[src/rtl/piaw_ram.sv]
// generic single port ram with registered read
module piaw_ram #(
  parameter int unsigned Width = 64,
  parameter int unsigned Depth = 64
) (
  input  logic                     clk_i,
  input  logic                     we_i,
  input  logic [$clog2(Depth)-1:0] addr_i,
  input  logic [Width-1:0]         wdata_i,
  output logic [Width-1:0]         rdata_o
);

  logic [Width-1:0] mem_q [Depth];

  // write and registered read
  always_ff @(posedge clk_i) begin
    if (we_i) mem_q[addr_i] <= wdata_i;
    rdata_o <= mem_q[addr_i];
  end

endmodule

[config.mk]
export PLATFORM = sky130hd
export DESIGN_NAME = piaw_ram
export DESIGN_NICKNAME = d
export VERILOG_FILES = /design/src/rtl/piaw_ram.sv
export SDC_FILE = /design/constraint.sdc
export NUM_CORES = 2
export LEC_CHECK = 0
export BUFFER_PORTS_ARGS = -buffer_cell sky130_fd_sc_hd__buf_2
export CAP_MARGIN = 20
export CORE_MARGIN = 10
export CORE_UTILIZATION = 40
export DETAILED_ROUTE_END_ITERATION = 8
export PLACE_DENSITY = 0.55
export SLEW_MARGIN = 5
export SYNTH_ARGS = -nofsm -noshare
export SYNTH_HDL_FRONTEND = slang
export SYNTH_SLANG_ARGS = --single-unit
[constraint.sdc]
create_clock -name clk_i -period 6.2 [get_ports clk_i]
set_input_delay 0.31 -clock clk_i [delete_from_list [all_inputs] [get_ports clk_i]]
set_output_delay 0.31 -clock clk_i [all_outputs]
set_load 0.05 [all_outputs]
; ---- Yosys cells after proc, flatten, opt, wreduce, memory -nomap -nowiden
; Memories as Yosys holds them, arrays and structs flattened. A register that Yosys moved wholly into a read port is not among the register bits.
; Cells that the tools add are included.
[word_totals]
reg_bits = 0
ramBits = 4096
in_bits = 72
output_inout_bits = 64
word_cells = 3
n_memories = 1
[mem_list]
columns = name, words, width, rd, rd_ports_with_merged_regs, write_ports, line
row1 = mem_q, 64, 64, 1, 1, 1, 13  ; logic [Width-1:0] mem_q [Depth];
[op_classes]
n_mux = 2
[ops]
columns = operator, n
row1 = $mux 1, 2

; ---- Longest topological paths before layout
[depth]
ltp_word = 2
ltp_mapped = 11
mapped_depth_nobuf = 6

; ---- Worst setup path before layout
; Ideal clock, no wire load.
[synth_path]
path_type = input -> register
startpoint = in addr_i[2]
endpoint = mem mem_q[15][0], enable pin
setup_ns = 0.487
t_arrival_ns = 4.326
t_required_ns = 5.713
slack_ns = 1.387
stages = 9
n_path_buf = 7
cell_sequence = buf_4 buf_6 buf_4 buf_4 buf_4 buf_4 buf_2 nand3_1 nor2_1
[synth_lines]
columns = item, line
row1 = "start, declared", 8  ; input logic [$clog2(Depth)-1:0] addr_i,
row2 = "end, declared", 13
; Straight into the memory's write port.

; ---- Worst setup path in the final report
[layout_path]
startpoint = in addr_i[0]
endpoint = mem mem_q[33][47], enable pin
; Straight into the memory's write port.

==> impl_metrics.tcl <==
set metrics [dict create \
    synth_ff_type "edfxtp_1" \
    syn_avg_cell_area_um2 18.0 \
    drt_iter0_drc 12500 \
    synth_area_leaders "edfxtp_1 79%, a221oi_1 3.6%, a22oi_1 3.3%, mux2i_1 2.2%, o22ai_1 2.0%" \
    async_reset_ff_frac 0 \
    cts_tree "done" \
    post_cts_buffers 0 \
    core_area_mm2 0.386 \
    globalRouteOverflowTotal 0 \
    grt_pass1_vias 88100 \
    finalHoldViolCount 0 \
    globalplace.congestion 0.810 \
    via_count 90300 \
    start_util 0.402 \
    synth.distinct_cells 57 \
    first_pass_iters 6 \
    critPathBufInv 2 \
    p_int_mw 46.1 \
    timing.final.crit_share 0.600 \
    synth_top_family_by_area "compound AO/OA/AOI/OAI gates" \
    cts_max_path_buffers 4 \
    grt_max_degree 132 \
    cpMaxStageDelayCell "nor2_4" \
    rsz0062_at_grt "no" \
    seq_area_frac_synth 0.799 \
    worst_pin_slew_ps 1240 \
    syn-cell-area_mm2 0.155 \
    rows 228 \
    p_sw_frac 0.226 \
    die_w_um 643 \
    critPathArrivalTime_ps 4320 \
    syn_inst 8619 \
    fin_setup_tns_ps 0 \
    fin_util 0.460 \
    wl_per_cell_um 35.3 \
    yosys.area_share.simple 0.0228 \
    setup.worst_path.end_class "register" \
    hold_ws_ps 26.3 \
    crit_chain "buf_8 -> nor2b_4 -> nand2_1 -> nor2_4 -> buf_4" \
    dieArea_mm2 0.414 \
    p_leak_nw 55.2 \
    nets 8960 \
    drc_errors 0 \
    cp.required_ps 6800 \
    setup_violations 0 \
    drv_slew 0 \
    dp_hpwl_um 277000 \
    syn_nets 8691 \
    min_period_ps 3720 \
    skew_ps 54.2 \
    final_cell_mix "4096 x edfxtp_1, 684 x a22oi_1, 636 x a221oi_1, 506 x o22ai_1, 425 x clkbuf_16" \
    clock_latency_ps 990 \
    cap_violations 0 \
    power_density_mw_per_mm2 335 \
    critPathKind "in2reg" \
    relSlewSlack 0.170 \
    final_common_cell "edfxtp_1" \
    cts_sinks 4160 \
    netSwitchingPower_mw 13.4 \
    final_antenna_net_count 0 \
    port_buffers 135 \
    clockPowerShare 0.419 \
    critPathMaxStageDelay_ps 1090 \
    synth_fa_ha_area_frac 0 \
    muxShareOfSynthArea 0.0456 \
    area_growth_pct 14.4 \
    hp-class "in2reg" \
    antenna_found_initial 35 \
    ys_warn_count 0 \
    cts_root_buf "clkbuf_16" \
    status "finished clean" \
    yosysTopAreaCell "edfxtp_1" \
    routed_wl_um 510000 \
    synth_top_area_frac 0.791 \
    synth-seq-cells 4160 \
    grt_util_all_layers 0.236 \
    grt_pass1_wl_um 706000 \
    htree_num_levels 5 \
    ir_drop_v 0.000264 \
    crit_family "simple AND/OR/NAND/NOR gates" \
    synth_edf_count 4096 \
    io_pins 136 \
    pwr-share-comb 0.055 \
    seqPwrFrac 0.525 \
    synth_compound_area_frac 0.113 \
    path_clk_slew_ps 60 \
    fmax_ghz 0.269 \
    viasPerCell 6.25 \
    die_h_um 643 \
    critPathMaxFanout 45 \
    cp-start-kind "input port" \
    synth_xor_area_frac 0 \
    cts_made_buffers 419 \
    drive_gt1_frac 0.154 \
]
logic make-up after synthesis:
logic type / after synthesis
AOI/OAI and AO/OA: 2389
DFF: 4160
buffers and inverters: 658
and+or+nand+nor: 808
muxes: 604
power by group through the flow:
stage / Sequential [mW] / Clock, mW / Combinational (mW)
after floorplan: 32.0 / 0 / 1.45
after global placement: 31.9 / 0 / 3.18
after detailed placement: 31.9 / 0 / 3.22
after CTS: 31.3 / 25.2 / 3.24
after global routing: 31.3 / 26.3 / 3.45
final: 31.3 / 25.0 / 3.30
cells in the mapped netlist (63+ instances only):
cell / n
a22oi_1: 684
buf_1: 91
buf_2: 253
nand2_1: 311
o21ai_0: 139
mux2_2: 203
mux2i_1: 337
a221oi_1: 636
o22ai_1: 506
nor2_1: 301
edfxtp_1: 4096
clkbuf_1: 280
mux4_2: 63
a21oi_1: 210
dfxtp_1: 64
worst reg2reg max path, stage by stage, from the launching register on:
cell	delay, ps
edfxtp_1	370
mux2_2	260
a221oi_1	770
o22ai_1	340
a22oi_1	500
nand3b_1	130
per-layer routing:
layer	routed length, um	GRT usage	vias up
met3	48500	0.0409	950
met4	20300	0.0821	6
met5	38	0	-
met2	237000	0.377	5346
met1	204000	0.328	47200
li1	-	-	36800
timing repair:
item                      in CTS  in global routing
hold buffers                  16                 22
hold endpoints to repair     367               1043
gates resized for setup        0                  0
through the flow:
step                cells  power [mW]  setup WS, ps  instance area (um2)
floorplan            8619        33.5          1390               155000
global placement    13600        35.1          1590               163000
detailed placement  13600        35.1          1590               163000
CTS                 14400        59.8          2610               177000
global route        14400        61.1          2470               178000
finish              14400        59.5          2480               178000
state kept, by name, indices dropped and copies added, names as in the netlist:
register  count
rdata_o      64
mem_q      4096
final cells by class:
type	count	area [um2]
diodes	19	47.5
clock buffers	528	11100
clock inverters	256	2300
fillers	32900	208000
inverters	3	31.3
multi-input cells	3801	28900
flip-flops and latches	4160	124000
well taps	5175	6470
repair buffers	503	4640
final timing paths:
| kind | from | endpoint | slack (ps) | cells after the start |
|---|---|---|---|---|
| max | addr_i[0] | mem_q[33][47] | 2480 | 5 |
| min | wdata_i[7] | mem_q[55][7] | 30 | 2 |
| max reg2reg | mem_q[33][25] | rdata_o[25] | 3680 | 5 |
| min reg2reg | mem_q[20][31] | rdata_o[31] | 610 | 4 |
Power figures use the tool's default switching activity.
