### config.mk
export PLATFORM = sky130hd
export DESIGN_NAME = piaw_ctrl
export DESIGN_NICKNAME = d
export VERILOG_FILES = /design/src/rtl/piaw_pkg.sv /design/src/rtl/piaw_ctrl.sv
export SDC_FILE = /design/constraint.sdc
export NUM_CORES = 2
export LEC_CHECK = 0
export BUFFER_PORTS_ARGS = -buffer_cell sky130_fd_sc_hd__buf_2
export CAP_MARGIN = 20
export CORE_ASPECT_RATIO = 1.5
export CORE_UTILIZATION = 40
export CTS_BUF_LIST = sky130_fd_sc_hd__clkbuf_4 sky130_fd_sc_hd__clkbuf_8 sky130_fd_sc_hd__clkbuf_16
export DETAILED_ROUTE_END_ITERATION = 8
export PLACE_DENSITY = 0.61
export REMOVE_ABC_BUFFERS = 1
export SKIP_LAST_GASP = 1
export SLEW_MARGIN = 20
export SYNTH_ARGS = -nofsm -noshare
export SYNTH_HDL_FRONTEND = slang
export SYNTH_SLANG_ARGS = --single-unit
### constraint.sdc
create_clock -name clk_i -period 9.5 [get_ports clk_i]
set_clock_uncertainty 0.1 [all_clocks]
set_input_delay 2.85 -clock clk_i [delete_from_list [all_inputs] [get_ports clk_i]]
set_output_delay 2.85 -clock clk_i [all_outputs]
set_load 0.02 [all_outputs]
### src/rtl/piaw_pkg.sv
// package for the packed integer array: sizes, codes, request and response types
package piaw_pkg;

  localparam int unsigned StoreWords = 64;
  localparam int unsigned WordBits   = 64;
  localparam int unsigned MaxEntries = 4096;
  localparam int unsigned AddrBits   = $clog2(StoreWords);
  localparam int unsigned StoreBits  = StoreWords * WordBits;

  typedef enum logic [1:0] {
    CMD_APPEND = 2'd0,
    CMD_READ   = 2'd1,
    CMD_CLEAR  = 2'd2,
    CMD_NONE   = 2'd3
  } cmd_e;

  typedef enum logic [1:0] {
    ST_OK        = 2'd0,
    ST_FULL      = 2'd1,
    ST_BAD_INDEX = 2'd2,
    ST_UNUSED    = 2'd3
  } status_e;

  typedef struct packed {
    logic [1:0]  command;
    logic [63:0] value_in;
    logic [11:0] index;
  } req_t;

  typedef struct packed {
    logic [63:0] read_value;
    logic [12:0] entry_count;
    logic [6:0]  entry_width;
    logic [1:0]  status;
  } rsp_t;

  typedef enum logic [3:0] {
    S_IDLE,
    S_CLR,
    S_RD0,
    S_RD1,
    S_RDW,
    S_FWR0,
    S_FWR1,
    S_FWR1W,
    S_FWR2,
    S_FWRW,
    S_OUT
  } state_e;

  // mask of the low w bits
  function automatic logic [63:0] width_mask(input logic [6:0] w);
    logic [63:0] m;
    if (w >= 7'd64) m = '1;
    else m = (64'd1 << w[5:0]) - 64'd1;
    return m;
  endfunction

endpackage

### src/rtl/piaw_ctrl.sv
// sequencer: clear sweep, entry fetch and place with read-modify-write, repack walk
module piaw_ctrl (
  input  logic                          clk_i,
  input  logic                          rst_ni,
  input  logic                          req_valid_i,
  output logic                          req_ready_o,
  input  piaw_pkg::req_t                req_i,
  output logic                          rsp_valid_o,
  input  logic                          rsp_ready_i,
  output piaw_pkg::rsp_t                rsp_o,
  output logic                          we_o,
  output logic [piaw_pkg::AddrBits-1:0] addr_o,
  output logic [63:0]                   wdata_o,
  input  logic [63:0]                   rdata_i
);

  localparam int unsigned AB = piaw_pkg::AddrBits;

  piaw_pkg::state_e state_q, state_d;
  logic [12:0] count_q, count_d;
  logic [6:0]  width_q, width_d;
  // operation in flight
  logic        rd_mode_q, rd_mode_d;     // read request (else placing)
  logic        repack_q, repack_d;       // walking entries
  logic        clr_rsp_q, clr_rsp_d;     // sweep answers a clear request (not the reset sweep)
  logic [6:0]  new_w_q, new_w_d;
  logic [12:0] pos_q, pos_d;             // entry being moved
  logic [63:0] val_q, val_d;
  logic [63:0] app_q, app_d;             // value appended once the walk ends
  logic [63:0] lo_q, lo_d;
  logic [AB-1:0] cnt_q, cnt_d;           // clear sweep address
  piaw_pkg::rsp_t rsp_q, rsp_d;
  logic [AB-1:0] word_q, word_d;
  logic [5:0]  off_q, off_d;
  logic [6:0]  pw_q, pw_d;               // width of the current access

  // bit position of an entry at a width
  logic [19:0] bitpos;
  logic [6:0]  bl;
  logic [6:0]  w_need;
  logic [19:0] need_bits;
  logic        straddle;
  logic [6:0]  hi_sh;
  logic [63:0] m, vm;
  logic [63:0] fetched;

  // bit length of the value to append
  always_comb begin
    bl = 7'd0;
    for (int k = 0; k < 64; k++) if (req_i.value_in[k]) bl = 7'(k + 1);
  end

  assign w_need    = (bl > width_q) ? bl : width_q;
  assign need_bits = {7'd0, count_q + 13'd1} * {13'd0, w_need};
  assign m         = piaw_pkg::width_mask(pw_q);
  assign vm        = val_q & m;
  assign straddle  = ({1'b0, off_q} + pw_q) > 7'd64;
  assign hi_sh     = 7'd64 - {1'b0, off_q};
  assign fetched   = straddle ? ((lo_q | (rdata_i << hi_sh)) & m) : lo_q;

  assign req_ready_o = (state_q == piaw_pkg::S_IDLE);
  assign rsp_valid_o = (state_q == piaw_pkg::S_OUT);

  // count and width are steady while the response waits
  always_comb begin
    rsp_o = rsp_q;
    rsp_o.entry_count = count_q;
    rsp_o.entry_width = width_q;
  end

  always_comb begin
    state_d = state_q; count_d = count_q; width_d = width_q;
    rd_mode_d = rd_mode_q; repack_d = repack_q; clr_rsp_d = clr_rsp_q;
    new_w_d = new_w_q; pos_d = pos_q; val_d = val_q; app_d = app_q; lo_d = lo_q;
    cnt_d = cnt_q; rsp_d = rsp_q; word_d = word_q; off_d = off_q; pw_d = pw_q;
    we_o = 1'b0; addr_o = word_q; wdata_o = '0;
    bitpos = '0;
    case (state_q)
      piaw_pkg::S_IDLE: begin
        if (req_valid_i) begin
          rsp_d = '0;
          case (piaw_pkg::cmd_e'(req_i.command))
            piaw_pkg::CMD_APPEND: begin
              if (count_q >= 13'(piaw_pkg::MaxEntries) ||
                  need_bits > 20'(piaw_pkg::StoreBits)) begin
                rsp_d.status = piaw_pkg::ST_FULL;
                state_d = piaw_pkg::S_OUT;
              end else if (w_need > width_q && count_q != 13'd0 && width_q != 7'd0) begin
                // repack walk from the last entry down
                repack_d = 1'b1; rd_mode_d = 1'b0; new_w_d = w_need;
                app_d = req_i.value_in; pos_d = count_q - 13'd1;
                bitpos = {7'd0, count_q - 13'd1} * {13'd0, width_q};
                word_d = bitpos[AB+5:6]; off_d = bitpos[5:0]; pw_d = width_q;
                state_d = piaw_pkg::S_RD0;
              end else begin
                repack_d = 1'b0; rd_mode_d = 1'b0;
                width_d = w_need; val_d = req_i.value_in; pos_d = count_q;
                // entries already zero when width was 0
                bitpos = {7'd0, count_q} * {13'd0, w_need};
                word_d = bitpos[AB+5:6]; off_d = bitpos[5:0]; pw_d = w_need;
                count_d = count_q + 13'd1;
                state_d = (w_need == 7'd0) ? piaw_pkg::S_OUT : piaw_pkg::S_FWR0;
              end
            end
            piaw_pkg::CMD_READ: begin
              if ({1'b0, req_i.index} >= count_q) begin
                rsp_d.status = piaw_pkg::ST_BAD_INDEX;
                state_d = piaw_pkg::S_OUT;
              end else if (width_q == 7'd0) begin
                state_d = piaw_pkg::S_OUT;
              end else begin
                rd_mode_d = 1'b1; repack_d = 1'b0;
                bitpos = {8'd0, req_i.index} * {13'd0, width_q};
                word_d = bitpos[AB+5:6]; off_d = bitpos[5:0]; pw_d = width_q;
                state_d = piaw_pkg::S_RD0;
              end
            end
            piaw_pkg::CMD_CLEAR: begin
              count_d = '0; width_d = '0; cnt_d = '0; clr_rsp_d = 1'b1;
              state_d = piaw_pkg::S_CLR;
            end
            default: state_d = piaw_pkg::S_OUT;
          endcase
        end
      end
      // zero every word, one per cycle
      piaw_pkg::S_CLR: begin
        we_o = 1'b1; addr_o = cnt_q;
        cnt_d = cnt_q + AB'(1);
        if (cnt_q == AB'(piaw_pkg::StoreWords - 1)) begin
          state_d = clr_rsp_q ? piaw_pkg::S_OUT : piaw_pkg::S_IDLE;
        end
      end
      // fetch: low word
      piaw_pkg::S_RD0: begin
        addr_o = word_q;
        state_d = piaw_pkg::S_RD1;
      end
      piaw_pkg::S_RD1: begin
        if (straddle) begin
          addr_o = word_q + AB'(1);
          lo_d = rdata_i >> off_q;
        end else begin
          lo_d = (rdata_i >> off_q) & m;
        end
        state_d = piaw_pkg::S_RDW;
      end
      piaw_pkg::S_RDW: begin
        if (rd_mode_q) begin
          rsp_d.read_value = fetched;
          state_d = piaw_pkg::S_OUT;
        end else begin
          // place at new width
          val_d = fetched;
          bitpos = {7'd0, pos_q} * {13'd0, new_w_q};
          word_d = bitpos[AB+5:6]; off_d = bitpos[5:0]; pw_d = new_w_q;
          state_d = piaw_pkg::S_FWR0;
        end
      end
      // place: read low word
      piaw_pkg::S_FWR0: begin
        addr_o = word_q;
        state_d = piaw_pkg::S_FWR1;
      end
      piaw_pkg::S_FWR1: begin
        we_o = 1'b1; addr_o = word_q;
        wdata_o = (rdata_i & ~(m << off_q)) | (vm << off_q);
        state_d = straddle ? piaw_pkg::S_FWR1W : piaw_pkg::S_FWRW;
      end
      piaw_pkg::S_FWR1W: begin
        addr_o = word_q + AB'(1);
        state_d = piaw_pkg::S_FWR2;
      end
      piaw_pkg::S_FWR2: begin
        we_o = 1'b1; addr_o = word_q + AB'(1);
        wdata_o = (rdata_i & ~(m >> hi_sh)) | (vm >> hi_sh);
        state_d = piaw_pkg::S_FWRW;
      end
      // next repack step, the append after the walk, or done
      piaw_pkg::S_FWRW: begin
        if (repack_q) begin
          if (pos_q == 13'd0) begin
            repack_d = 1'b0; width_d = new_w_q;
            val_d = app_q; pos_d = count_q;
            bitpos = {7'd0, count_q} * {13'd0, new_w_q};
            word_d = bitpos[AB+5:6]; off_d = bitpos[5:0]; pw_d = new_w_q;
            count_d = count_q + 13'd1;
            state_d = piaw_pkg::S_FWR0;
          end else begin
            pos_d = pos_q - 13'd1;
            bitpos = {7'd0, pos_q - 13'd1} * {13'd0, width_q};
            word_d = bitpos[AB+5:6]; off_d = bitpos[5:0]; pw_d = width_q;
            state_d = piaw_pkg::S_RD0;
          end
        end else begin
          state_d = piaw_pkg::S_OUT;
        end
      end
      piaw_pkg::S_OUT: begin
        if (rsp_ready_i) state_d = piaw_pkg::S_IDLE;
      end
      default: state_d = piaw_pkg::S_IDLE;
    endcase
  end

  // state registers, reset starts the clearing sweep
  always_ff @(posedge clk_i or negedge rst_ni) begin
    if (!rst_ni) begin
      state_q <= piaw_pkg::S_CLR; count_q <= '0; width_q <= '0;
      rd_mode_q <= 1'b0; repack_q <= 1'b0; clr_rsp_q <= 1'b0; cnt_q <= '0;
      new_w_q <= '0; pos_q <= '0; val_q <= '0; app_q <= '0; lo_q <= '0;
      rsp_q <= '0; word_q <= '0; off_q <= '0; pw_q <= '0;
    end else begin
      state_q <= state_d; count_q <= count_d; width_q <= width_d;
      rd_mode_q <= rd_mode_d; repack_q <= repack_d; clr_rsp_q <= clr_rsp_d; cnt_q <= cnt_d;
      new_w_q <= new_w_d; pos_q <= pos_d; val_q <= val_d; app_q <= app_d; lo_q <= lo_d;
      rsp_q <= rsp_d; word_q <= word_d; off_q <= off_d; pw_q <= pw_d;
    end
  end

endmodule

==> flow_summary.toml, run 1 <==
[synth]
netlist-cell-type-count = 111
post-synth-top-area-fraction = 0.1412
ys_seq_elements = 330
netlist_instances = 7839
post_synth.cell_area_avg_sq_um = 7.438
yosys_most_used_dff = "dfrtp_1"
synth_async_sr_flop_share = 1.000
synth.largest_area_cell = "dfrtp_1"
synth_sequential_area_ratio = 0.1416
top_cells_by_area_in_the_synthesized_netlist = "dfrtp_1 14%, fa_1 8.5%, nand2_1 7.8%"
netlist_area_before_placement_sq_um = 58310
synth_edf_count = 0
yosys_warnings = 0

[outcome]
last-stage-reached = "global routing"
run_status = "aborted with a tool error"
first-error = "[ERROR GRT-0116] Global routing finished with congestion. Check the congestion regions in the DRC Viewer."

[placed_design]
placedCellCount = 10300
pre_cts_ws_ns = -3.560
portBuffers = 304
dpl.hpwl_um = 354100
place_congestion = 1.218

[global_route]
gr-total-overflow = 435
grt_usage = 0.7027
wire_length_of_the_first_global_routing_pass_um = 740500
vias_in_the_first_global_route = 81780
pin_count_of_the_biggest_net_entering_global_routing = 159

[clock_network]
ctsRootBufferMaster = "clkbuf_16"
cts.htree.levels = 2
cts-buffers-inserted = 34
clock_tree.buffer_depth = 3
tritoncts_num_sinks = 330

[die]
die_width_um = 313.7
design.portCount = 305
initial_core_util = 0.4032
die_height_um = 469.6
floorplan.rows = 171
[cell families after synthesis]
kind of cell	synth area share
XOR/XNOR	0.02551
flip-flops	0.1416
AO/OA/AOI/OAI	0.2802
buffers and inverters	0.06942
AND/OR/NAND/NOR	0.2097
adder cells (fa/ha/maj)	0.1245
multiplexers	0.1490
[timing repair]
item | in CTS
endpoints found under the setup margin | 194
gates cloned | 9
setup buffers | 34
hold buffers | 0
pin swaps | 61
gates resized for setup | 202
[stage by stage]
stage / TNS [ns] / hold slack (ns) / area [sq um]
after CTS: -261.35 / 0.3712 / 69700
after floorplan: -4675.85 / 0.3395 / 55650
after global placement: -638.22 / 0.3501 / 67290
after detailed placement: -626.05 / 0.3562 / 67330
[routing by layer]
layer	GRT usage	GRT overflow
met1	0.7347	1
met2	0.8827	215
met3	0.5066	5
met4	0.6705	214
met5	0.1314	0
[Yosys cell counts, types with 26 or more instances]
library cell,count
a21oi_1,506
a221oi_1,100
nand2_1,1212
buf_2,33
dfrtp_1,329
xor2_1,41
and2_1,139
fa_1,247
o31ai_1,47
or2_2,51
nor2b_1,52
inv_1,354
o22ai_1,104
or3_1,42
nand2b_1,47
a22oi_1,43
mux4_2,139
nand3_1,169
and3_1,33
nor2_1,737
nor3_1,136
o211ai_1,153
a31oi_1,121
mux2i_1,313
buf_1,118
o21a_1,49
a32oi_1,27
a211o_1,40
a311oi_1,29
nor4_1,38
a211oi_1,169
mux2_2,207
o221ai_1,67
a32o_1,31
nand4_1,53
clkbuf_1,520
a221o_1,26
a22o_1,33
a21o_1,52
xnor2_1,116
o21ai_0,527
ha_1,185
==> inputs of run 2 (changes only) <==
CORE_ASPECT_RATIO = default   (was 1.5)
CORE_UTILIZATION = 25   (was 40)
CTS_BUF_LIST = default   (was sky130_fd_sc_hd__clkbuf_4 sky130_fd_sc_hd__clkbuf_8 sky130_fd_sc_hd__clkbuf_16)
PLACE_DENSITY = default   (was 0.61)
PLACE_DENSITY_LB_ADDON = 0.15   (was default)
==> run 2 against run 1 <==
- the flow now finishes, with violations (setup timing)
- area after synthesis did not move
- synthesized cell count unchanged
==> flow_summary.toml, run 2 <==
[detailed_routing]
dr_wl_cell_um = 41.65
drtIter0Drc = 9756
drcViolationCount = 0
via_count = 72500
postRouteWirelength_um = 478800
detail_route.vias_per_cell = 6.307
route.antenna.remaining_nets = 0
drt_pre_antenna_iters = 8

[die]
design.die.area_sq_um = 235200
design.portCount = 305
die_height_um = 484.9
design.core.area_sq_um = 231000
die_width_um = 484.9
initial_core_util = 0.2524
floorplan.rows = 176

[clock_network]
cts.htree.levels = 2
clock_tree.buffer_depth = 3
cts.hold.buffers_added = 0
cts-buffers-inserted = 42
path_clk_slew_ns = 0.07
insertion_delay_ns = 0.67
tritoncts_num_sinks = 330
cts_tree = "done"
ctsRootBufferMaster = "clkbuf_16"

[synth]
synth_edf_count = 0
synth_async_sr_flop_share = 1.000
post_synth.cell_area_avg_sq_um = 7.438
synth.largest_area_cell = "dfrtp_1"
synth.most_common_cell = "nand2_1"
netlist-cell-type-count = 111
synth_sequential_area_ratio = 0.1416
yosys_warnings = 0
netlist_instances = 7839
yosys_most_used_dff = "dfrtp_1"
ys_seq_elements = 330
post_synth_most_frequent_cells = "1,212 x nand2_1, 737 x nor2_1, 527 x o21ai_0, 520 x clkbuf_1, 506 x a21oi_1"
top_cells_by_area_in_the_synthesized_netlist = "dfrtp_1 14%, fa_1 8.5%, nand2_1 7.8%"
post-synth-top-area-fraction = 0.1412
netlist_area_before_placement_sq_um = 58310

[timing]
fmax_mhz = 92.22
tightestPinTransition_ns = 1.334
finalWorstSetupSlack_ns = -1.343
finalSetupViolCount = 195
rsz0062_at_grt = "true"
slew_headroom = 0.1012
min_period_over_period = 1.141
finalCriticalPeriod_ns = 10.84
timing.final.max_slew_violations = 0
final_hold_viol_count = 0

[setup_path]
path_max_fanout = 8
cpMaxStageDelayCell = "or4_4"
cp.arrival_ns = 11.27
critPathMostFrequentCell = "fa_1"
worst_ep_required_time_ns = 9.93
regToRegEndpoint = "app_q[15]$_DFFE_PN0P_"
rr_worst_depth = 29
rr_startpoint = "count_q[0]$_DFFE_PN0P_"
worst-r2r-setup-slack_ns = 1.41
startpoint_type = "primary input"
capturing_element_type_of_the_critical_path = "flip-flop"
critPathKind = "primary input to flip-flop"
slowest_delay_ns = 0.52

[finish]
nNetsFinal = 8988
syn2layout_area_growth_pct = 23.11
final_design_instance_area_without_fill_sq_um = 71790
mostFrequentLayoutCell = "nand2_1"
post_route_cells_drive_above_1_share = 0.2391
max_reg_flops = 66
layout.cells.most_common_list = "1,161 x nand2_1, 819 x buf_4, 701 x nor2_1"
final_cells = 11500

[min_path]
worst_hold_path_depth = 2
worstHoldPathType = "flip-flop to flip-flop"
hold_start = "lo_q[44]$_DFFE_PN0P_"
worstHoldEndpoint = "lo_q[44]$_DFFE_PN0P_"

[outcome]
run_status = "finished with violations"
failed_checks = "setup timing"

[placed_design]
placedInstanceArea_sq_um = 67850
pre_cts_ws_ns = -2.792
placedCellCount = 11310
portBuffers = 304
place_congestion = 1.062
dpl.hpwl_um = 375400

[global_route]
gr-total-overflow = 0
vias_in_the_first_global_route = 68530
wire_length_of_the_first_global_routing_pass_um = 628000
pin_count_of_the_biggest_net_entering_global_routing = 139
grt_antenna_before_repair = 56
grt_usage = 0.3878

[run]
max_cap_viol_count = 0
-- run 2: worst max-delay path by stage --
stage / start / end / slack, ns / depth (start not counted)
4_1_cts: req_i[20] / new_w_q[2]$_DFFE_PN0P_ / -1.29 / 39
3_5_place_dp: req_i[14] / width_q[0]$_DFFE_PN0P_ / -2.79 / 38
5_1_grt: req_i[20] / val_q[60]$_DFFE_PN0P_ / -1.60 / 39
6_report: req_i[18] / val_q[2]$_DFFE_PN0P_ / -1.34 / 39
3_3_place_gp: req_i[14] / width_q[2]$_DFFE_PN0P_ / -2.71 / 38
2_1_floorplan: off_q[0]$_DFFE_PN0P_ / wdata_o[16] / -22.27 / 10
-- run 2: layer usage --
| layer | vias up | wire length (um) | track usage |
|---|---|---|---|
| met2 | 4645 | 203900 | 0.5853 |
| met4 | 42 | 46780 | 0.3008 |
| met3 | 1148 | 43280 | 0.08370 |
| met5 | - | 290 | 0 |
| li1 | 29860 | - | - |
| met1 | 36810 | 184500 | 0.4795 |
-- run 2: timing repair --
action | in CTS | in global routing
gates cloned | 7 | 26
setup endpoints to repair | 194 | 198
pin swaps | 38 | 93
resized for setup | 118 | 307
setup buffers | 34 | 15
endpoints found under the hold margin | 0 | 0
-- run 2: layout make-up --
cell class,instances,area (sq um)
inverter,370,1404
clock buffer,51,1126
fill,25270,159200
clock inverter,24,391.6
tap,3026,3786
sequential,330,8287
antenna,29,72.57
multi-input combinational,6456,47480
timing repair buffer,1210,9240
-- run 2: cells by family after synthesis --
| kind of cell | after synthesis | synth area share |
|---|---|---|
| AOI/OAI and AO/OA | 2426 | 0.2802 |
| xor gates and xnor gates | 162 | 0.02551 |
| DFF | 330 | 0.1416 |
| buffers and inverters | 1053 | 0.06942 |
| adders and majority gates | 432 | 0.1245 |
| muxes | 665 | 0.1490 |
| and+or+nand+nor | 2771 | 0.2097 |
-- run 2: worst max-delay path, delay by kind of cell --
kind / cells / cell delay, ns
adder cells (fa/ha/maj): 6 / 2.35
AO/OA/AOI/OAI: 15 / 2.97
buffers and inverters: 10 / 1.46
XOR/XNOR: 1 / 0.16
AND/OR/NAND/NOR: 7 / 1.40
-- run 2: per-stage QoR --
| step | hold WS (ns) | util | setup TNS (ns) |
|---|---|---|---|
| global route | 0.3982 | 0.3105 | -288.40 |
| detailed placement | 0.3574 | 0.2937 | -516.92 |
| CTS | 0.3726 | 0.3041 | -233.02 |
| floorplan | 0.3395 | - | -4675.85 |
| global placement | 0.3506 | 0.2935 | -499.77 |
| finish | 0.3746 | 0.3108 | -236.82 |
Power of run 2 is not shown: default switching activity piles up to over one toggle a cycle in this logic, so the estimate is an artifact.
